File: src/sv/crfrb_pkg.sv
// Package for the filtered CAN receive ring: field widths, item kinds,
// status codes, CSR indexes and the stored frame record.
// No dependencies; used by every module of the block.
`default_nettype none

package crfrb_pkg;

   // Field widths
   localparam int KIND_W   = 3;
   localparam int ID_W     = 11;
   localparam int DLC_W    = 4;
   localparam int DATA_W   = 64;
   localparam int STATUS_W = 4;
   localparam int RESULT_W = 9;
   localparam int FILL_W   = 4;
   localparam int COUNT_W  = 8;
   localparam int MISM_W   = 3;
   localparam int BYTES    = DATA_W / 8;

   // Configuration port
   localparam int CSR_IDX_W  = 2;
   localparam int CSR_DATA_W = 11;
   localparam logic [CSR_IDX_W-1:0] CSR_EXPECTED_ID   = 2'd0;
   localparam logic [CSR_IDX_W-1:0] CSR_FRAMES_WANTED = 2'd1;

   // Ring depth default
   localparam int RING_DEPTH_DEF = 16;

   // Item kinds
   localparam logic [KIND_W-1:0] KIND_START   = 3'd0;
   localparam logic [KIND_W-1:0] KIND_FRAME   = 3'd1;
   localparam logic [KIND_W-1:0] KIND_TIMEOUT = 3'd2;
   localparam logic [KIND_W-1:0] KIND_POP     = 3'd3;
   localparam logic [KIND_W-1:0] KIND_CLEAR   = 3'd4;

   // Status codes
   localparam logic [STATUS_W-1:0] ST_STARTED  = 4'd0;
   localparam logic [STATUS_W-1:0] ST_ACCEPTED = 4'd1;
   localparam logic [STATUS_W-1:0] ST_MISMATCH = 4'd2;
   localparam logic [STATUS_W-1:0] ST_DONE     = 4'd3;
   localparam logic [STATUS_W-1:0] ST_ABORTED  = 4'd4;
   localparam logic [STATUS_W-1:0] ST_TIMEOUT  = 4'd5;
   localparam logic [STATUS_W-1:0] ST_POPPED   = 4'd6;
   localparam logic [STATUS_W-1:0] ST_EMPTY    = 4'd7;
   localparam logic [STATUS_W-1:0] ST_DROPPED  = 4'd8;
   localparam logic [STATUS_W-1:0] ST_IGNORED  = 4'd9;

   // Session limits
   localparam logic [MISM_W-1:0] MISMATCH_LIMIT = 3'd5;
   localparam logic [DLC_W-1:0]  MAX_DLC        = 4'd8;

   // One stored frame
   typedef struct packed {
      logic [ID_W-1:0]   id;
      logic [DLC_W-1:0]  dlc;
      logic [DATA_W-1:0] data;
   } frame_entry_type;

endpackage

`default_nettype wire

File: src/sv/crfrb_ring_mem.sv
// Frame store of the receive ring: one write port, one registered read port.
// Depends on crfrb_pkg for the frame record type.
`default_nettype none

module crfrb_ring_mem #(
   parameter int RING_DEPTH = crfrb_pkg::RING_DEPTH_DEF,
   parameter int ADDR_W     = $clog2(RING_DEPTH)
) (
   input  wire logic                        clock,
   input  wire logic                        wr_en,
   input  wire logic [ADDR_W-1:0]           wr_addr,
   input  wire crfrb_pkg::frame_entry_type  wr_data,
   input  wire logic                        rd_en,
   input  wire logic [ADDR_W-1:0]           rd_addr,
   output crfrb_pkg::frame_entry_type       rd_data
);

   crfrb_pkg::frame_entry_type mem [RING_DEPTH];
   crfrb_pkg::frame_entry_type rd_data_ff;

   // Write port
   always_ff @(posedge clock) begin
      if (wr_en) begin
         mem[wr_addr] <= wr_data;
      end
   end

   // Read port, registered
   always_ff @(posedge clock) begin
      if (rd_en) begin
         rd_data_ff <= mem[rd_addr];
      end
   end

   assign rd_data = rd_data_ff;

endmodule

`default_nettype wire

File: src/sv/can_rx_filtered_ring_buffer.sv
// Top level of the filtered CAN receive ring: session control, ring pointers,
// CSRs and the result register. Depends on crfrb_pkg and crfrb_ring_mem.
//
// The block takes one transaction per clock cycle: busy is low except during
// reset, and the result of a transaction accepted at a clock edge is on the
// rsp_ ports, with rsp_strobe high, for exactly the following cycle. The
// receiver cannot stall; each result must be captured in its strobe cycle.
// Popped frame fields come from the frame store's registered read port,
// which a pop reads at the edge where it is accepted. The ring holds at most
// RING_DEPTH-1 frames; rsp_fill_level carries the low four bits of the count.
// The frame store needs no clearing after reset: only written entries are read.
`default_nettype none

module can_rx_filtered_ring_buffer #(
   parameter int RING_DEPTH = crfrb_pkg::RING_DEPTH_DEF
) (
   input  wire logic                                clock,
   input  wire logic                                reset,
   // request side
   input  wire logic                                start,
   output logic                                     busy,
   input  wire logic [crfrb_pkg::KIND_W-1:0]        req_kind,
   input  wire logic [crfrb_pkg::ID_W-1:0]          req_frame_id,
   input  wire logic [crfrb_pkg::DLC_W-1:0]         req_frame_dlc,
   input  wire logic [crfrb_pkg::DATA_W-1:0]        req_frame_data,
   // response side
   output logic                                     rsp_strobe,
   output logic [crfrb_pkg::STATUS_W-1:0]           rsp_status,
   output logic signed [crfrb_pkg::RESULT_W-1:0]    rsp_session_result,
   output logic [crfrb_pkg::FILL_W-1:0]             rsp_fill_level,
   output logic [crfrb_pkg::ID_W-1:0]               rsp_out_id,
   output logic [crfrb_pkg::DLC_W-1:0]              rsp_out_dlc,
   output logic [crfrb_pkg::DATA_W-1:0]             rsp_out_data,
   // CSR write channel
   input  wire logic                                csr_valid,
   output logic                                     csr_ready,
   input  wire logic [crfrb_pkg::CSR_IDX_W-1:0]     csr_index,
   input  wire logic [crfrb_pkg::CSR_DATA_W-1:0]    csr_wdata
);

   localparam int PTR_W = $clog2(RING_DEPTH);
   localparam logic [PTR_W-1:0] LAST_IDX = PTR_W'(RING_DEPTH - 1);
   localparam logic [PTR_W:0]   DEPTH_X  = (PTR_W + 1)'(RING_DEPTH);

   // CSRs
   logic [crfrb_pkg::ID_W-1:0]    expected_id_ff;
   logic [crfrb_pkg::COUNT_W-1:0] frames_wanted_ff;

   // Ring and session state
   logic [PTR_W-1:0]               wp_ff, wp_in;
   logic [PTR_W-1:0]               rp_ff, rp_in;
   logic [crfrb_pkg::COUNT_W-1:0]  acc_ff, acc_in;
   logic [crfrb_pkg::MISM_W-1:0]   mism_ff, mism_in;
   logic                           open_ff, open_in;

   // Result register
   logic                                   strobe_ff;
   logic [crfrb_pkg::STATUS_W-1:0]         status_ff, status_in;
   logic signed [crfrb_pkg::RESULT_W-1:0]  result_ff, result_in;
   logic [crfrb_pkg::FILL_W-1:0]           fill_ff, fill_in;

   // Datapath helpers
   logic                           accept;
   logic                           csr_fire;
   logic [PTR_W-1:0]               wp_next;
   logic [PTR_W-1:0]               rp_next;
   logic                           ring_empty;
   logic                           ring_full;
   logic [crfrb_pkg::DLC_W-1:0]    dlc_sat;
   logic [crfrb_pkg::DATA_W-1:0]   data_kept;
   logic [crfrb_pkg::COUNT_W-1:0]  acc_inc;
   logic [crfrb_pkg::MISM_W-1:0]   mism_inc;
   logic [PTR_W:0]                 fill_after;
   logic [PTR_W:0]                 fill_now;
   logic                           mem_wr_en;
   logic                           mem_rd_en;
   crfrb_pkg::frame_entry_type     mem_wr_data;
   crfrb_pkg::frame_entry_type     mem_rd_data;

   assign busy      = reset;
   assign accept    = start && !busy;
   assign csr_ready = !reset;
   assign csr_fire  = csr_valid && csr_ready;

   // CSR writes
   always_ff @(posedge clock) begin
      if (reset) begin
         expected_id_ff   <= '0;
         frames_wanted_ff <= '0;
      end else if (csr_fire) begin
         unique case (csr_index)
            crfrb_pkg::CSR_EXPECTED_ID:   expected_id_ff   <= csr_wdata;
            crfrb_pkg::CSR_FRAMES_WANTED: frames_wanted_ff <= csr_wdata[crfrb_pkg::COUNT_W-1:0];
            default: ;
         endcase
      end
   end

   // Pointer arithmetic
   assign wp_next    = (wp_ff == LAST_IDX) ? '0 : wp_ff + 1'b1;
   assign rp_next    = (rp_ff == LAST_IDX) ? '0 : rp_ff + 1'b1;
   assign ring_empty = (rp_ff == wp_ff);
   assign ring_full  = (wp_next == rp_ff);
   assign acc_inc    = acc_ff + 1'b1;
   assign mism_inc   = mism_ff + 1'b1;

   // Length saturation and payload masking
   assign dlc_sat = (req_frame_dlc > crfrb_pkg::MAX_DLC) ? crfrb_pkg::MAX_DLC : req_frame_dlc;

   always_comb begin
      for (int i = 0; i < crfrb_pkg::BYTES; i++) begin
         data_kept[i*8 +: 8] = (crfrb_pkg::DLC_W'(i) < dlc_sat) ? req_frame_data[i*8 +: 8]
                                                                 : 8'h00;
      end
   end

   assign mem_wr_data.id   = req_frame_id;
   assign mem_wr_data.dlc  = dlc_sat;
   assign mem_wr_data.data = data_kept;

   // Item decode and next state
   always_comb begin
      wp_in     = wp_ff;
      rp_in     = rp_ff;
      acc_in    = acc_ff;
      mism_in   = mism_ff;
      open_in   = open_ff;
      status_in = crfrb_pkg::ST_IGNORED;
      result_in = '0;
      mem_wr_en = 1'b0;
      mem_rd_en = 1'b0;

      if (accept) begin
         unique case (req_kind)
            crfrb_pkg::KIND_START: begin
               acc_in  = '0;
               mism_in = '0;
               if (frames_wanted_ff == '0) begin
                  open_in   = 1'b0;
                  status_in = crfrb_pkg::ST_DONE;
               end else begin
                  open_in   = 1'b1;
                  status_in = crfrb_pkg::ST_STARTED;
               end
            end
            crfrb_pkg::KIND_FRAME: begin
               if (open_ff) begin
                  if (req_frame_id == expected_id_ff) begin
                     if (ring_full) begin
                        status_in = crfrb_pkg::ST_DROPPED;
                     end else begin
                        mem_wr_en = 1'b1;
                        wp_in     = wp_next;
                        acc_in    = acc_inc;
                        if (acc_inc >= frames_wanted_ff) begin
                           open_in   = 1'b0;
                           status_in = crfrb_pkg::ST_DONE;
                           result_in = {1'b0, acc_inc};
                        end else begin
                           status_in = crfrb_pkg::ST_ACCEPTED;
                        end
                     end
                  end else begin
                     mism_in = mism_inc;
                     if (mism_inc > crfrb_pkg::MISMATCH_LIMIT) begin
                        open_in   = 1'b0;
                        status_in = crfrb_pkg::ST_ABORTED;
                        result_in = '1;
                     end else begin
                        status_in = crfrb_pkg::ST_MISMATCH;
                     end
                  end
               end
            end
            crfrb_pkg::KIND_TIMEOUT: begin
               if (open_ff) begin
                  open_in   = 1'b0;
                  status_in = crfrb_pkg::ST_TIMEOUT;
                  result_in = {1'b0, acc_ff};
               end
            end
            crfrb_pkg::KIND_POP: begin
               if (ring_empty) begin
                  status_in = crfrb_pkg::ST_EMPTY;
               end else begin
                  mem_rd_en = 1'b1;
                  rp_in     = rp_next;
                  status_in = crfrb_pkg::ST_POPPED;
               end
            end
            crfrb_pkg::KIND_CLEAR: begin
               wp_in     = '0;
               rp_in     = '0;
               status_in = crfrb_pkg::ST_EMPTY;
            end
            default: ;
         endcase
      end
   end

   // Fill level after the transaction, and as held now
   assign fill_after = (wp_in >= rp_in) ? {1'b0, wp_in} - {1'b0, rp_in}
                                        : {1'b0, wp_in} + DEPTH_X - {1'b0, rp_in};
   assign fill_now   = (wp_ff >= rp_ff) ? {1'b0, wp_ff} - {1'b0, rp_ff}
                                        : {1'b0, wp_ff} + DEPTH_X - {1'b0, rp_ff};

   always_comb begin
      fill_in = '0;
      for (int b = 0; b < crfrb_pkg::FILL_W; b++) begin
         if (b <= PTR_W) begin
            fill_in[b] = fill_after[b];
         end
      end
   end

   // State registers
   always_ff @(posedge clock) begin
      if (reset) begin
         wp_ff     <= '0;
         rp_ff     <= '0;
         acc_ff    <= '0;
         mism_ff   <= '0;
         open_ff   <= 1'b0;
         strobe_ff <= 1'b0;
      end else begin
         wp_ff     <= wp_in;
         rp_ff     <= rp_in;
         acc_ff    <= acc_in;
         mism_ff   <= mism_in;
         open_ff   <= open_in;
         strobe_ff <= accept;
      end
   end

   // Result payload
   always_ff @(posedge clock) begin
      if (accept) begin
         status_ff <= status_in;
         result_ff <= result_in;
         fill_ff   <= fill_in;
      end
   end

   // Frame store
   crfrb_ring_mem #(
      .RING_DEPTH (RING_DEPTH),
      .ADDR_W     (PTR_W)
   ) u_ring_mem (
      .clock   (clock),
      .wr_en   (mem_wr_en),
      .wr_addr (wp_ff),
      .wr_data (mem_wr_data),
      .rd_en   (mem_rd_en),
      .rd_addr (rp_ff),
      .rd_data (mem_rd_data)
   );

   // Response ports; frame fields only for a pop that found data
   assign rsp_strobe         = strobe_ff;
   assign rsp_status         = status_ff;
   assign rsp_session_result = result_ff;
   assign rsp_fill_level     = fill_ff;
   assign rsp_out_id   = (status_ff == crfrb_pkg::ST_POPPED) ? mem_rd_data.id   : '0;
   assign rsp_out_dlc  = (status_ff == crfrb_pkg::ST_POPPED) ? mem_rd_data.dlc  : '0;
   assign rsp_out_data = (status_ff == crfrb_pkg::ST_POPPED) ? mem_rd_data.data : '0;

   // Checks
   a_fill_bound: assert property (@(posedge clock) disable iff (reset)
      fill_now <= DEPTH_X - 1'b1)
      else $error("ring fill above capacity");

   a_mism_bound: assert property (@(posedge clock) disable iff (reset)
      open_ff |-> (mism_ff <= crfrb_pkg::MISMATCH_LIMIT))
      else $error("open session past mismatch limit");

   a_pop_advance: assert property (@(posedge clock) disable iff (reset)
      (accept && req_kind == crfrb_pkg::KIND_POP && !ring_empty)
      |=> (rsp_status == crfrb_pkg::ST_POPPED) && (rp_ff != $past(rp_ff)))
      else $error("pop did not advance read pointer");

   a_drop_full: assert property (@(posedge clock) disable iff (reset)
      (rsp_strobe && rsp_status == crfrb_pkg::ST_DROPPED) |-> (fill_now == DEPTH_X - 1'b1))
      else $error("frame dropped while ring not full");

   a_close_reason: assert property (@(posedge clock) disable iff (reset)
      ($fell(open_ff) && !$past(reset)) |->
      (rsp_strobe && (rsp_status == crfrb_pkg::ST_DONE || rsp_status == crfrb_pkg::ST_ABORTED
                      || rsp_status == crfrb_pkg::ST_TIMEOUT)))
      else $error("session closed without end status");

endmodule

`default_nettype wire

File: config.mk
export PLATFORM = sky130hd
export DESIGN_NAME = can_rx_filtered_ring_buffer
export DESIGN_NICKNAME = d
export VERILOG_FILES = /design/src/sv/crfrb_pkg.sv /design/src/sv/crfrb_ring_mem.sv /design/src/sv/can_rx_filtered_ring_buffer.sv
export SDC_FILE = /design/constraint.sdc
export NUM_CORES = 1
export LEC_CHECK = 0
export BUFFER_PORTS_ARGS = -buffer_cell sky130_fd_sc_hd__clkbuf_2
export CAP_MARGIN = 40
export CORE_AREA = 10 10 328 330
export CTS_CLUSTER_DIAMETER = 60
export DETAILED_ROUTE_END_ITERATION = 8
export DIE_AREA = 0 0 338 340
export HOLD_SLACK_MARGIN = 0.12
export PLACE_DENSITY = 0.68
export SKIP_LAST_GASP = 1
export SLEW_MARGIN = 20
export SYNTH_ARGS = -nofsm -noshare
export SYNTH_HDL_FRONTEND = slang
export SYNTH_HIERARCHICAL = 1
export SYNTH_SLANG_ARGS = --single-unit
File: constraint.sdc
create_clock -name clock -period 29.7 [get_ports clock]
set_input_delay 5.94 -clock clock [delete_from_list [all_inputs] [get_ports clock]]
set_output_delay 5.94 -clock clock [all_outputs]
set_load 0.02 [all_outputs]
==> impl_metrics.yaml <==
status:
  status: "complete, no violations"
timing:
  finalCriticalPeriod_ps: 12950
  holdWs_ps: 480
  slew_headroom_pct: 40.0
  drv_slew: 0
  hold_viol: 0
  setup_violations: 0
  clock_skew_ps: 25.6
  period_share_pct: 43.6
  tightestPinTransition_ps: 896
  rsz0062_at_grt: "false"
  max_clock_freq_mhz: 77.2
  fin_setup_tns_ps: 0
drt:
  ant_nets: 0
  drc: 0
  routed-via-count: 26500
  routed_wl_mm: 123
  routed_via_density: 6.03
  first_iter_violations: 2720
  drtPass1Iterations: 5
  wl_per_cell_um: 28.0
grt:
  grt_pass1_wl_mm: 183
  grt_max_degree: 98
  antenna_found_initial: 3
  grt_pass1_vias: 28200
  grt_overflow: 0
  track_usage_pct: 21.5
critical_path:
  worstSetupPathType: "input port to output pin"
  crit_fanout: 36
  cp.arrival_ps: 7010
  critPathRequiredTime_ps: 23760
  end_kind: "output pin"
  crit_path_start_kind: "input port"
clocking:
  post_cts_buffers: 0
  h-tree-depth: 4
  cts_buffers: 139
  clock_sinks: 1400
  cts.clk_slew.worst_paths_ps: 60
  cts-root-buf: "clkbuf_16"
  cts_tree: "yes"
  clk_latency_ps: 750
  cts_resized: 0
  clock_path_buffers: 3
  cts_hold_buffers: 0
logic_synthesis:
  synth_seq_cells: 1400
  synth_area_sq_um: 53900
  synthXorXnorAreaFrac_pct: 0.438
  synthArstFlopShare_pct: 0
  ys_types: 63
  synth-simple-area-share_pct: 3.74
  synthAdderAreaFrac_pct: 0.408
  seq_area_frac_synth_pct: 77.2
  synth_warnings: 6
  synth_cells: 2560
  synth_compound_area_share_pct: 3.34
  ys.flop_type: "edfxtp_1"
  synth_enable_flop_cells: 1360
  synth_top_family_by_area: "multiplexers"
  avgSynthCellArea_sq_um: 21.1
  synthMuxAreaShare_pct: 13.3
  syn_nets: 2676
place:
  gp_congestion: 0.800
  hpwl_mm: 72.1
  io_buffers: 197
  place_inst: 4094
final_layout:
  nFillCells: 6941
  syn_to_final_growth_pct: 15.2
  fin_cells: 4384
  nNetsFinal: 3030
  drive_above_1_share_pct: 29.6
floorplanning:
  initial_core_util_pct: 53.3
  die_w_um: 338
  pin_count: 198
  coreArea_sq_um: 101000
  core.rowCount: 117
  die_h_um: 340
  die-area_sq_um: 115000
hold_path:
  hp-class: "flip-flop to flip-flop"
power:
  p_leak_nw: 19.2
  cellPowerDensity_nw_per_um2: 62.6
  irDropWorstVdd_uv: 60.7
job:
  maxCapViolCount: 0
==> power breakdown <==
group	total [mW]	internal [mW]	switching (mW)
logic	0.0637	0.0183	0.0453
clock network	1.66	0.937	0.722
registers	2.17	2.17	0.000905
total	3.89	3.12	0.768
==> flip-flops by register name, indices dropped and copies added (netlist names), 8 cells and up <==
| register | count |
|---|---|
| u_ring_mem/mem | 1264 |
| u_ring_mem/rd_data | 79 |
| expected_id_ff | 11 |
| rsp_session_result | 9 |
| acc_ff | 8 |
| frames_wanted_ff | 8 |
==> layer usage <==
metal	track usage, %	up-vias	wire, um
li1	-	11300	-
met1	28.5	14000	48800
met2	36.7	960	63700
met3	3.74	188	7500
met4	5.84	0	2720
met5	0	-	0
==> Yosys cell counts (all sizes together) (10+ instances only) <==
| cell type | number | share of area, % |
|---|---|---|
| inv | 29 | 0.20 |
| clkbuf | 69 | 0.48 |
| xnor2 | 17 | 0.28 |
| nand2 | 124 | 0.86 |
| and2 | 94 | 1.1 |
| nor2 | 46 | 0.32 |
| mux4 | 316 | 13 |
| a22oi | 160 | 2.2 |
| nor2b | 65 | 0.75 |
| edfxtp | 1360 | 76 |
| buf | 67 | 0.90 |
| nor3 | 10 | 0.093 |
| xor2 | 10 | 0.16 |
| a21oi | 31 | 0.29 |
| ha | 16 | 0.37 |
| dfxtp | 40 | 1.5 |
==> logic make-up (layout without fill, tap and decap cells) <==
group                    Yosys count  after routing
AO/OA/AOI/OAI                    245            245
XOR/XNOR                          27             27
adder cells (fa/ha/maj)           17             17
buffers and inverters            165            620
flip-flops                      1400           1400
multiplexers                     321            321
other                              0              1
AND/OR/NAND/NOR                  385            385
==> critical path, stage by stage <==
cell      delay [ps]
clkbuf_2         570
inv_1            250
clkbuf_2         230
==> layout by cell type (no fill, tap or decap), types with 38 or more instances in the layout <==
cell type / n
dfxtp_1: 38
clkbuf_2: 197
nand2_1: 124
buf_4: 92
a22oi_1: 160
edfxtp_1: 1360
clkbuf_16: 142
and2_1: 93
nor2b_1: 62
mux4_2: 316
==> worst paths after layout <==
check / start / slack, ps / depth (start not counted) / end
setup reg to reg: wp_ff[0] / 24610 / 10 / u_ring_mem/mem[5][59]
hold / removal: expected_id_ff[2] / 480 / 2 / expected_id_ff[2]
setup / recovery: reset / 16750 / 3 / csr_ready
hold reg to reg: expected_id_ff[2] / 480 / 2 / expected_id_ff[2]
==> area by class of cell <==
type | count | area, sq um | share of cell area, %
clock buffers | 173 | 3680 | 5.92
multi-input cells | 995 | 11600 | 18.7
clock inverters | 69 | 611 | 0.982
well taps | 1368 | 1710 | 2.75
flip-flops and latches | 1400 | 41600 | 67.0
diodes | 1 | 2.50 | 0.00403
repair buffers | 349 | 2770 | 4.46
inverters | 29 | 109 | 0.175
==> per-stage QoR <==
stage	utilization (%)	setup slack (ps)	power [mW]	instance area (sq um)
after floorplan	-	12660	2.24	53900
after global placement	55.8	16820	2.26	56500
after detailed placement	56.8	16760	2.27	57500
after CTS	61.1	16770	3.92	61800
after global routing	61.4	16650	4.01	62200
final	61.4	16750	3.89	62200
Power figures use the tool's default switching activity.
